## config.mk

```make
export PLATFORM = sky130hd
export DESIGN_NAME = sample_minmax_normalize_moving_mean_core
export DESIGN_NICKNAME = d
export VERILOG_FILES = /design/src/rtl/smnmm_pkg.sv /design/src/rtl/smnmm_div.sv /design/src/rtl/smnmm_ring.sv /design/src/rtl/sample_minmax_normalize_moving_mean_core.sv
export SDC_FILE = /design/constraint.sdc
export NUM_CORES = 2
export LEC_CHECK = 0
export BUFFER_PORTS_ARGS = -buffer_cell sky130_fd_sc_hd__buf_4
export CAP_MARGIN = 20
export CORE_ASPECT_RATIO = 0.6
export CORE_MARGIN = 4
export CORE_UTILIZATION = 55
export DETAILED_ROUTE_END_ITERATION = 16
export PLACE_DENSITY = 0.73
export SLEW_MARGIN = 20
export SYNTH_ARGS = -nofsm -noshare
export SYNTH_HDL_FRONTEND = slang
export SYNTH_SLANG_ARGS = --single-unit
```

## constraint.sdc

```tcl
create_clock -name clk -period 7.6 [get_ports clk]
set_input_delay 1.14 -clock clk [delete_from_list [all_inputs] [get_ports clk]]
set_output_delay 1.14 -clock clk [all_outputs]
set_load 0.05 [all_outputs]
```

## src/rtl/smnmm_pkg.sv

```systemverilog
// ----------------------------------------------------------------------------
// smnmm_pkg: shared types and constants
// Sequencer states and fixed field widths of the min/max normaliser.
// ----------------------------------------------------------------------------
package smnmm_pkg;

	localparam int unsigned SAMPLE_PORT_BITS = 12;
	localparam int unsigned LEVEL_BITS       = 10;
	localparam int unsigned MEAN_BITS        = 12;
	localparam int unsigned FULL_SCALE       = 1000;
	localparam int unsigned SCALE_BITS       = 10;

	typedef enum logic [2:0] {
		S_IDLE,
		S_PREP,
		S_DIV_LVL,
		S_FIN
	} smnmm_state_t;

endpackage

```

## src/rtl/smnmm_div.sv

```systemverilog
// ----------------------------------------------------------------------------
// smnmm_div: restoring divider
// One quotient bit per cycle; a start request reloads it at any time.
// ----------------------------------------------------------------------------
module smnmm_div #(
	parameter int unsigned NUM_BITS = 22,
	parameter int unsigned DEN_BITS = 13
) (
	input  logic                clk,
	input  logic                arst_n,
	input  logic                start,
	input  logic [NUM_BITS-1:0] dividend,
	input  logic [DEN_BITS-1:0] divisor,
	output logic                done,
	output logic [NUM_BITS-1:0] quotient
);

	localparam int unsigned CNT_BITS = $clog2(NUM_BITS + 1);

	logic [NUM_BITS-1:0] quo_q;
	logic [DEN_BITS-1:0] rem_q;
	logic [DEN_BITS-1:0] den_q;
	logic [CNT_BITS-1:0] cnt_q;
	logic                done_q;

	logic [DEN_BITS:0]   shifted;
	logic [DEN_BITS:0]   trial;
	logic                fits;

	assign shifted = {rem_q, quo_q[NUM_BITS-1]};
	assign trial   = shifted - {1'b0, den_q};
	assign fits    = shifted >= {1'b0, den_q};

	always_ff @(posedge clk or negedge arst_n) begin
		if (!arst_n) begin
			cnt_q  <= '0;
			done_q <= 1'b0;
		end else if (start) begin
			cnt_q  <= CNT_BITS'(NUM_BITS);
			done_q <= 1'b0;
		end else if (cnt_q != '0) begin
			cnt_q  <= cnt_q - CNT_BITS'(1);
			done_q <= (cnt_q == CNT_BITS'(1));
		end else begin
			done_q <= 1'b0;
		end
	end

	always_ff @(posedge clk) begin
		if (start) begin
			quo_q <= dividend;
			rem_q <= '0;
			den_q <= divisor;
		end else if (cnt_q != '0) begin
			// remainder stays below the divisor, so the top bit is always dropped
			rem_q <= fits ? trial[DEN_BITS-1:0] : shifted[DEN_BITS-1:0];
			quo_q <= {quo_q[NUM_BITS-2:0], fits};
		end
	end

	assign done     = done_q;
	assign quotient = quo_q;

endmodule

```

## src/rtl/smnmm_ring.sv

```systemverilog
// ----------------------------------------------------------------------------
// smnmm_ring: sample ring memory
// Single write port, registered read; unwritten entries read as zero.
// ----------------------------------------------------------------------------
module smnmm_ring #(
	parameter int unsigned DEPTH     = 100,
	parameter int unsigned DATA_BITS = 12,
	parameter int unsigned ADDR_BITS = 7
) (
	input  logic                 clk,
	input  logic                 arst_n,
	input  logic                 rd_en,
	input  logic [ADDR_BITS-1:0] rd_addr,
	output logic [DATA_BITS-1:0] rd_data,
	input  logic                 wr_en,
	input  logic [ADDR_BITS-1:0] wr_addr,
	input  logic [DATA_BITS-1:0] wr_data
);

	logic [DATA_BITS-1:0] mem [DEPTH];
	logic [DEPTH-1:0]     vld_q;
	logic [DATA_BITS-1:0] rd_data_q;
	logic                 rd_vld_q;

	always_ff @(posedge clk or negedge arst_n) begin
		if (!arst_n) begin
			vld_q    <= '0;
			rd_vld_q <= 1'b0;
		end else begin
			if (wr_en)
				vld_q[wr_addr] <= 1'b1;
			if (rd_en)
				rd_vld_q <= vld_q[rd_addr];
		end
	end

	always_ff @(posedge clk) begin
		if (wr_en)
			mem[wr_addr] <= wr_data;
		if (rd_en)
			rd_data_q <= mem[rd_addr];
	end

	assign rd_data = rd_vld_q ? rd_data_q : '0;

endmodule

```

## src/rtl/sample_minmax_normalize_moving_mean_core.sv

```systemverilog
// ----------------------------------------------------------------------------
// sample_minmax_normalize_moving_mean_core: min/max normaliser with moving mean
// Tracks the sample range, scales each sample to 0..1000 and reports the
// truncated mean of the last WINDOW samples.
// ----------------------------------------------------------------------------
// Use:
//   Input channel in_valid/in_ready carries one request: a 12-bit sample.
//   Output channel out_valid/out_ready returns norm_level and window_mean for
//   every request, in order. Both use plain valid/ready handshakes.
// Timing:
//   One restoring divider forms the level, one quotient bit a cycle
//   over NUM_BITS = SAMPLE_BITS + 10 bits. The mean is the running sum times
//   a constant reciprocal of WINDOW, taken as the result is loaded. A request
//   passes S_PREP, then S_DIV_LVL while the divider runs, then S_FIN, where
//   the result is loaded; an edge-case level skips S_DIV_LVL and no division
//   runs. in_ready is high only while the sequencer is idle, so one request
//   is in flight at a time.
// Stall:
//   A finished result waits in the output register; the next request is
//   still taken. If the receiver has not taken the old result by the time
//   the next one is ready, the sequencer holds in its final state.
// Reset:
//   arst_n clears the range (max 0, min all ones), the running sum, the ring
//   position and every ring entry's valid bit, so the ring reads as zeros.
//   No clearing pass is needed; the block is ready straight after reset.
// ----------------------------------------------------------------------------
module sample_minmax_normalize_moving_mean_core #(
	parameter int unsigned WINDOW      = 100,
	parameter int unsigned SAMPLE_BITS = 12
) (
	input  logic                                   clk,
	input  logic                                   arst_n,
	input  logic                                   in_valid,
	output logic                                   in_ready,
	input  logic [smnmm_pkg::SAMPLE_PORT_BITS-1:0] sample,
	output logic                                   out_valid,
	input  logic                                   out_ready,
	output logic [smnmm_pkg::LEVEL_BITS-1:0]       norm_level,
	output logic [smnmm_pkg::MEAN_BITS-1:0]        window_mean
);

	import smnmm_pkg::*;

	// ring address, running sum, divider widths
	localparam int unsigned ADDR_BITS = (WINDOW > 1) ? $clog2(WINDOW) : 1;
	localparam int unsigned TOT_BITS  = SAMPLE_BITS + 8;
	localparam int unsigned NUM_BITS  = SAMPLE_BITS + SCALE_BITS;
	localparam int unsigned DEN_BITS  = SAMPLE_BITS + 1;

	// reciprocal of WINDOW, rounded up: exact for every sum below 2^TOT_BITS
	localparam int unsigned MEAN_SHIFT = TOT_BITS + $clog2(WINDOW);
	localparam int unsigned MUL_BITS   = TOT_BITS + 1;
	localparam int unsigned PROD_BITS  = TOT_BITS + MUL_BITS;
	localparam logic [MUL_BITS-1:0] MEAN_RECIP =
		MUL_BITS'(((64'd1 << MEAN_SHIFT) + 64'(WINDOW) - 64'd1) / 64'(WINDOW));

	smnmm_state_t state_q, state_d;

	logic [SAMPLE_BITS-1:0] smp_q;
	logic [SAMPLE_BITS-1:0] high_q;
	logic [SAMPLE_BITS-1:0] low_q;
	logic [TOT_BITS-1:0]    total_q;
	logic [ADDR_BITS-1:0]   slot_q;
	logic [LEVEL_BITS-1:0]  level_q;
	logic [LEVEL_BITS-1:0]  norm_q;
	logic [MEAN_BITS-1:0]   mean_q;
	logic                   out_valid_q;

	logic [SAMPLE_BITS-1:0] smp_in;
	logic                   accept;
	logic                   out_load;
	logic                   lvl_zero;
	logic                   lvl_full;
	logic                   div_start;
	logic                   ring_wr;
	logic [SAMPLE_BITS-1:0] old_smp;
	logic [TOT_BITS-1:0]    total_next;
	logic [NUM_BITS-1:0]    lvl_num;
	logic [DEN_BITS-1:0]    div_den;
	logic                   div_done;
	logic [NUM_BITS-1:0]    div_quo;
	logic [PROD_BITS-1:0]   mean_prod;
	logic [MEAN_BITS-1:0]   mean_calc;

	// keep only the low SAMPLE_BITS of the port (zero-extend when wider)
	assign smp_in = SAMPLE_BITS'(sample);
	assign accept = in_valid && in_ready;

	// edge cases of the scaled level, judged on the already widened range
	assign lvl_zero = (high_q <= low_q) || (smp_q <= low_q);
	assign lvl_full = smp_q >= high_q;

	assign total_next = total_q - TOT_BITS'(old_smp) + TOT_BITS'(smp_q);
	assign lvl_num    = NUM_BITS'(smp_q - low_q) * NUM_BITS'(FULL_SCALE);
	assign div_den    = DEN_BITS'(high_q - low_q);

	// mean of the settled running sum, read only when the result is loaded
	assign mean_prod = PROD_BITS'(total_q) * PROD_BITS'(MEAN_RECIP);
	assign mean_calc = MEAN_BITS'(mean_prod >> MEAN_SHIFT);

	// sequencer: next state and control
	always_comb begin
		state_d   = state_q;
		in_ready  = 1'b0;
		div_start = 1'b0;
		ring_wr   = 1'b0;
		out_load  = 1'b0;
		unique case (state_q)
			S_IDLE: begin
				in_ready = 1'b1;
				if (in_valid)
					state_d = S_PREP;
			end
			S_PREP: begin
				// ring read data is here: update sum, write ring, divide if needed
				ring_wr = 1'b1;
				if (lvl_zero || lvl_full) begin
					state_d = S_FIN;
				end else begin
					div_start = 1'b1;
					state_d   = S_DIV_LVL;
				end
			end
			S_DIV_LVL: begin
				if (div_done)
					state_d = S_FIN;
			end
			S_FIN: begin
				// hold until the output register is free
				if (!out_valid_q || out_ready) begin
					out_load = 1'b1;
					state_d  = S_IDLE;
				end
			end
			default: state_d = S_IDLE;
		endcase
	end

	always_ff @(posedge clk or negedge arst_n) begin
		if (!arst_n)
			state_q <= S_IDLE;
		else
			state_q <= state_d;
	end

	// control-side state: range, sum, ring position, output valid
	always_ff @(posedge clk or negedge arst_n) begin
		if (!arst_n) begin
			high_q      <= '0;
			low_q       <= '1;
			total_q     <= '0;
			slot_q      <= '0;
			out_valid_q <= 1'b0;
		end else begin
			if (accept) begin
				if (smp_in > high_q)
					high_q <= smp_in;
				if (smp_in < low_q)
					low_q <= smp_in;
			end
			if (ring_wr) begin
				total_q <= total_next;
				slot_q  <= (slot_q == ADDR_BITS'(WINDOW - 1)) ? '0
				                                             : slot_q + ADDR_BITS'(1);
			end
			if (out_load)
				out_valid_q <= 1'b1;
			else if (out_ready)
				out_valid_q <= 1'b0;
		end
	end

	// payload registers
	always_ff @(posedge clk) begin
		if (accept)
			smp_q <= smp_in;
		if (state_q == S_PREP)
			level_q <= lvl_zero ? '0 : LEVEL_BITS'(FULL_SCALE);
		else if (state_q == S_DIV_LVL && div_done)
			level_q <= div_quo[LEVEL_BITS-1:0];
		if (out_load) begin
			norm_q <= level_q;
			mean_q <= mean_calc;
		end
	end

	smnmm_ring #(
		.DEPTH     (WINDOW),
		.DATA_BITS (SAMPLE_BITS),
		.ADDR_BITS (ADDR_BITS)
	) u_ring (
		.clk     (clk),
		.arst_n  (arst_n),
		.rd_en   (accept),
		.rd_addr (slot_q),
		.rd_data (old_smp),
		.wr_en   (ring_wr),
		.wr_addr (slot_q),
		.wr_data (smp_q)
	);

	smnmm_div #(
		.NUM_BITS (NUM_BITS),
		.DEN_BITS (DEN_BITS)
	) u_div (
		.clk      (clk),
		.arst_n   (arst_n),
		.start    (div_start),
		.dividend (lvl_num),
		.divisor  (div_den),
		.done     (div_done),
		.quotient (div_quo)
	);

	assign out_valid   = out_valid_q;
	assign norm_level  = norm_q;
	assign window_mean = mean_q;

	// a delivered level never exceeds full scale
	a_level_range: assert property (@(posedge clk) disable iff (!arst_n)
		out_valid |-> (norm_level <= LEVEL_BITS'(FULL_SCALE)))
		else $error("norm_level above full scale");

	// once a sample has been taken the tracked range is never inverted
	a_range_order: assert property (@(posedge clk) disable iff (!arst_n)
		accept |=> (high_q >= low_q))
		else $error("tracked max below tracked min");

	// the ring position always stays inside the window
	a_slot_range: assert property (@(posedge clk) disable iff (!arst_n)
		slot_q <= ADDR_BITS'(WINDOW - 1))
		else $error("ring position outside window");

	// the divider only finishes while the sequencer waits for it
	a_div_done: assert property (@(posedge clk) disable iff (!arst_n)
		div_done |-> (state_q == S_DIV_LVL))
		else $error("divider finished outside the division state");

endmodule

```

# Word level (Yosys, flattened, before mapping)

Memories as Yosys holds them, arrays and structs flattened. A register that Yosys moved wholly into a read port is not among the register bits.
Index checks and enable logic that the tools add are counted.

Bits of input ports: 16
Memories: 1
Memory bits (writable): 1200
Register bits: 254
Logic and storage cells: 91

Memory list:

| memory     | words | bits a word | read ports | clocked after Yosys merged registers in | wr ports | line             | source |
|---|---|---|---|---|---|---|---|
| u_ring.mem | 100   | 12          | 1          | 1                                       | 1        | smnmm_ring.sv:20 | `logic [DATA_BITS-1:0] mem [DEPTH];` |

Reduce and logical (&&, ||, !) cells: 15
$mul: 2
Equality and inequality tests: 8
$lt $le $gt $ge: 8
$add $sub $neg: 7
Bitwise logic cells: 1
Multiplexer cells: 31

Operator list:

| kind                     | count |
|---|---|
| $or A100 B100 Y100       | 1 |
| $mux W22                 | 2 |
| $mul A20 B20 Y38 const B | 1 |
| $mux W10                 | 3 |
| $sub A12 B12 Y13         | 2 |
| $le A12 B12 Y1           | 2 |
| $mul A22 B7 Y19 const B  | 1 |
| $add A20 B12 Y20         | 1 |
| $sub A20 B12 Y20         | 1 |
| $mux W1                  | 15 |
| $ge A14 B13 Y1           | 1 |
| $mux W13                 | 1 |
| $sub A13 B13 Y13         | 1 |
| $ge A12 B12 Y1           | 1 |
| $gt A12 B12 Y1           | 1 |
| $lt A12 B12 Y1           | 1 |
| $mux W12                 | 1 |
| $pmux W3 S4              | 1 |
| $mux W5                  | 2 |
| $mux W3                  | 3 |
| $lt A7 B8 Y1 const B     | 1 |
| $add A7 B1 Y7 const B    | 1 |
| $bmux W1 S7              | 1 |
| $demux W1 S7             | 1 |
| other kinds (17)         | 26 |

# Longest topological paths before layout

Word-level depth: 6
Mapped depth: 28
Mapped depth without buffers: 28

# By module

A second synthesis with hierarchy kept.

Cell total of the unflattened synthesis: 4220
Area, all modules: 69873.3 µm²

By module, submodules not included:

| module                                   | seq. area each (µm²) | times used | cells each | area each (µm²) |
|---|---|---|---|---|
| smnmm_ring                               | 38922.3              | 1          | 2348       | 50870.0 |
| sample_minmax_normalize_moving_mean_core | 2687.6               | 1          | 1609       | 16076.7 |
| smnmm_div                                | 1461.4               | 1          | 263        | 2926.6 |

# Least setup slack after synthesis

OpenSTA, ideal clock, no wires.

Path kind: flip-flop to flip-flop
Start: register smp_q[0]
End: register u_div.quo_q[20], in the netlist u_div.quotient[20] (data pin)
Setup time: 0.261 ns
Path slack: 0.530 ns
Clock period less this slack: 7.070 ns
Arrival time: 6.808 ns
Required time: 7.339 ns
Stages on the path, launching flop included: 23
Path through: edfxtp_1 -> inv_1 -> ha_1 -> inv_1 -> fa_1 -> a21o_1 -> a21oi_1 -> o22ai_1 -> nor2_1 -> o21ai_1 -> inv_1 -> ha_1 -> inv_1 -> fa_1 -> fa_1 -> fa_1 -> inv_1 -> ha_1 -> and3_1 -> a211oi_1 -> a21oi_1 -> xnor2_1 -> a21oi_1

Word-level cells in the longest chain between the ends: 6
Elaborated cells between the ends (all ways): 9
Those cells by class: 1 x add/sub; 1 x mul; 2 x order compare; 3 x mux; 2 x reduce/logical

Ends and longest elaborated chain:

| what                                                    | line                                            | source |
|---|---|---|
| from (decl)                                             | sample_minmax_normalize_moving_mean_core.sv:59  | `logic [SAMPLE_BITS-1:0] smp_q;` |
| from (signal assigned)                                  | sample_minmax_normalize_moving_mean_core.sv:176 | `smp_q <= smp_in;` |
| branches (longest 5 deep; another with $mul A22 B7 Y19) | --                                              |  |
| $mux W22 (*)                                            | smnmm_div.sv:50                                 | `if (start) begin` |
| to (signal assigned)                                    | smnmm_div.sv:51                                 | `quo_q <= dividend;` |
| to (signal assigned)                                    | smnmm_div.sv:57                                 | `quo_q <= {quo_q[NUM_BITS-2:0], fits};` |
| to (decl)                                               | smnmm_div.sv:20                                 | `logic [NUM_BITS-1:0] quo_q;` |

Every way passes the cells marked *.
A chain may end at the register's enable or synchronous reset.

# Worst setup path in the final report

Start: register total_q[14]
End: register mean_q[11], in the netlist window_mean[11] (data pin)

Word-level cells in the longest chain between the ends: 1

Ends and longest elaborated chain:

| what                   | line                                            | source |
|---|---|---|
| from (decl)            | sample_minmax_normalize_moving_mean_core.sv:62  | `logic [TOT_BITS-1:0] total_q;` |
| from (signal assigned) | sample_minmax_normalize_moving_mean_core.sv:162 | `total_q <= total_next;` |
| $mul A20 B20 Y38       | sample_minmax_normalize_moving_mean_core.sv:98  | `assign mean_prod = PROD_BITS'(total_q) * PROD_BITS'(MEAN_RECIP);` |
| via mean_prod[38]      | sample_minmax_normalize_moving_mean_core.sv:82  | `logic [PROD_BITS-1:0] mean_prod;` |
| to (signal assigned)   | sample_minmax_normalize_moving_mean_core.sv:183 | `mean_q <= mean_calc;` |
| to (decl)              | sample_minmax_normalize_moving_mean_core.sv:66  | `logic [MEAN_BITS-1:0] mean_q;` |

The timed path passes the listed nets, and every way through them passes these cells.

==> metrics.csv <==
stage,metric,value,unit
status,status,completed,
worst_hold_path,worst hold path type,in2async,
finish,share of layout cells above drive strength 1,0.123,
timing,Slew @ Worst Pin,1.24,ns
timing,# setup viols final,0,
clocking,Post-CTS Setup Bufs,0,
logic_synthesis,syn nets,5082,
drt,via density per instance,6.45,
logic_synthesis,Post-synth EDFFs,1288,
timing,crit path time final,7.10,ns
logic_synthesis,sequential fraction of the synthesis area,0.647,
clocking,CTS Root Cell,clkbuf_16,
finish,Synth-to-Final Area Change,10.9,%
placement,post-DP HPWL,117,mm
clocking,# resized after CTS,0,
global_routing,antenna violations before repair,10,
global_routing,total global-route track usage,0.282,
die,Initial Utilization,0.556,
timing,Relative slew margins,0.151,
die,die width,457,um
logic_synthesis,#FFs+latches synth,1465,
logic_synthesis,syn avg cell area,14.7,sq um
logic_synthesis,"Cell Area, Synth",66500,sq um
die,Core Footprint,120000,sq um
timing,Tcrit/Tclk final,0.935,
clocking,Sinks on Clock Net,1465,
drt,DRC errors left,0,
clocking,clk slew on worst S/H paths,0.07,ns
logic_synthesis,Synth warnings,0,
critical_path,Setup Crit Path Kind,reg2reg,
critical_path,crit start category,flip-flop,
clocking,Post-CTS Hold Buffers,0,
finish,Nets,5237,
logic_synthesis,Synth area leader,edfxtp_1,
clocking,CTS tree,done,
global_routing,total grt overflow,0,
clocking,H-tree depth,4,
global_routing,vias in the first global route,40300,
finish,FILL cells,8612,
timing,FMAX,141,MHz
die,Die H,277,um
timing,"Slew Viols, Final",0,
timing,setup TNS,0,ns
critical_path,Reg2Reg Depth,21,
placement,Port-buffer cells,39,
timing,clock skew,0.0316,ns
die,Die Area,127000,sq um
drt,1st-iter DRT viols,6256,
die,I/O pins,40,
critical_path,Critical Path RT,8.07,ns
drt,DR WL/cell,28.0,um
critical_path,crit path DAT,7.58,ns
logic_synthesis,most frequent cell after synthesis,edfxtp_1,
critical_path,crit end category,flip-flop,
drt,drt pass-1 iters,6,
drt,Via Count,41200,
placement,GPL Wtd Cong,0.940,
critical_path,Worst Path Max Fanout,10,
clocking,Max Root-Sink Buffers,3,
logic_synthesis,Synth area leaders,"edfxtp_1 (58%), ha_1 (6.5%), fa_1 (5.9%)",
logic_synthesis,top_reg_cell synth,edfxtp_1,
global_routing,largest net degree at the start of global routing,103,
drt,DRT antenna net count,0,
logic_synthesis,Mapped Cells,4525,
clocking,Num CTS Buffers,130,
logic_synthesis,Synth top cells by count,"edfxtp_1 (1288), inv_1 (429), a22oi_1 (376), ha_1 (345), fa_1 (196)",
timing,RSZ-0062 raised after global routing,false,
clocking,clock latency on the worst-skew pair,0.76,ns
die,Site Rows,98,
logic_synthesis,asr flop ratio synth,0.110,
drt,DRT Wirelength,179,mm
logic_synthesis,top-area cell type share of the netlist area,0.582,
logic_synthesis,Yosys cell types,70,
run,max-cap check violation count,0,
global_routing,first-pass GRT wire length,265,mm
finish,Final Util,0.617,
timing,Final Hold Fails,0,
[cell usage in the layout, fill, tap and decap left out, types with 126 or more instances in the layout]
cell and count:
inv_1 429, a22o_1 132, a22oi_1 376, clkbuf_16 132, dfrtp_1 147, ha_1 344
nor2_1 168, a221oi_1 126, edfxtp_1 1288, buf_4 217, fa_1 196, nand2_1 130
[metal layers]
| layer | global-route usage | routed length (um) |
|---|---|---|
| met3 | 0.106 | 27500 |
| met4 | 0.0629 | 3370 |
| met5 | 0 | 11 |
| met2 | 0.369 | 71100 |
| met1 | 0.443 | 76900 |
[cell families after synthesis]
logic type / after synthesis / share of synthesized area
AOI/OAI and AO/OA: 1091 / 0.120
xor gates and xnor gates: 96 / 0.0126
muxes: 41 / 0.00867
DFF: 1465 / 0.647
and+or+nand+nor: 653 / 0.0493
buffers and inverters: 637 / 0.0382
adders and majority gates: 542 / 0.124
[sequential cells by signal (all words and copies together), names as in the netlist, 2 cells and up]
signal / count
high_q: 12
level_q: 10
low_q: 12
norm_level: 10
slot_q: 7
smp_q: 12
state_q: 2
total_q: 20
u_div.cnt_q: 5
u_div.den_q: 13
u_div.quotient: 22
u_div.rem_q: 13
u_ring.mem: 1200
u_ring.rd_data_q: 12
u_ring.vld_q: 100
window_mean: 12
[stage by stage]
step | cells | worst slack, ns | area [sq um] | hold WS (ns)
4_1_cts | 6383 | 0.634 | 73700 | 0.355
3_5_place_dp | 6147 | 0.685 | 69500 | 0.405
6_report | 6389 | 0.497 | 73800 | 0.375
2_1_floorplan | 4525 | 0.530 | 66500 | 0.400
3_3_place_gp | 6147 | 0.704 | 69500 | 0.406
5_1_grt | 6384 | 0.172 | 73800 | 0.391
[area by class of cell]
type	instances	area, sq um	share of cell area
clock inverter	75	738	0.0100
sequential	1465	43000	0.583
clock buffer	161	3470	0.0471
antenna	5	12.5	0.000170
multi-input combinational	2423	21000	0.285
timing repair buffer	230	1880	0.0254
inverter	430	1610	0.0219
tap	1600	2000	0.0271
[path summary, 6_finish.rpt]
kind                                    startpoint  slack (ns)                            to
setup / recovery           total_q[14]$_DFFE_PN0P_        0.50     window_mean[11]$_DFFE_PP_
hold / removal                              arst_n        0.37  u_ring.vld_q[71]$_DFFE_PN0P_
setup reg to reg           total_q[14]$_DFFE_PN0P_        0.50     window_mean[11]$_DFFE_PP_
hold reg to reg               level_q[8]$_DFFE_PP_        0.42       norm_level[8]$_DFFE_PP_
max in group asynchronous                   arst_n        5.87         slot_q[4]$_DFFE_PN0P_
min in group clk              level_q[8]$_DFFE_PP_        0.42       norm_level[8]$_DFFE_PP_
[critical path, stage by stage (launching register included)]
cell and delay [ns]:
dfrtp_1 0.66, inv_1 0.27, ha_1 0.46, fa_1 0.53
fa_1 0.51, inv_1 0.06, fa_1 0.54, fa_1 0.43
fa_1 0.49, inv_1 0.05, fa_1 0.47, inv_1 0.04
ha_1 0.30, o211ai_1 0.08, o21ai_0 0.18, nand4_1 0.11
a21oi_1 0.40, nand2_1 0.15, a311oi_1 0.61, a211o_1 0.25
a21oi_1 0.09, xnor2_1 0.13
Power is left out: the tool's default activity adds up to more than one toggle a clock period on the data nets, which glitch-free logic cannot reach.
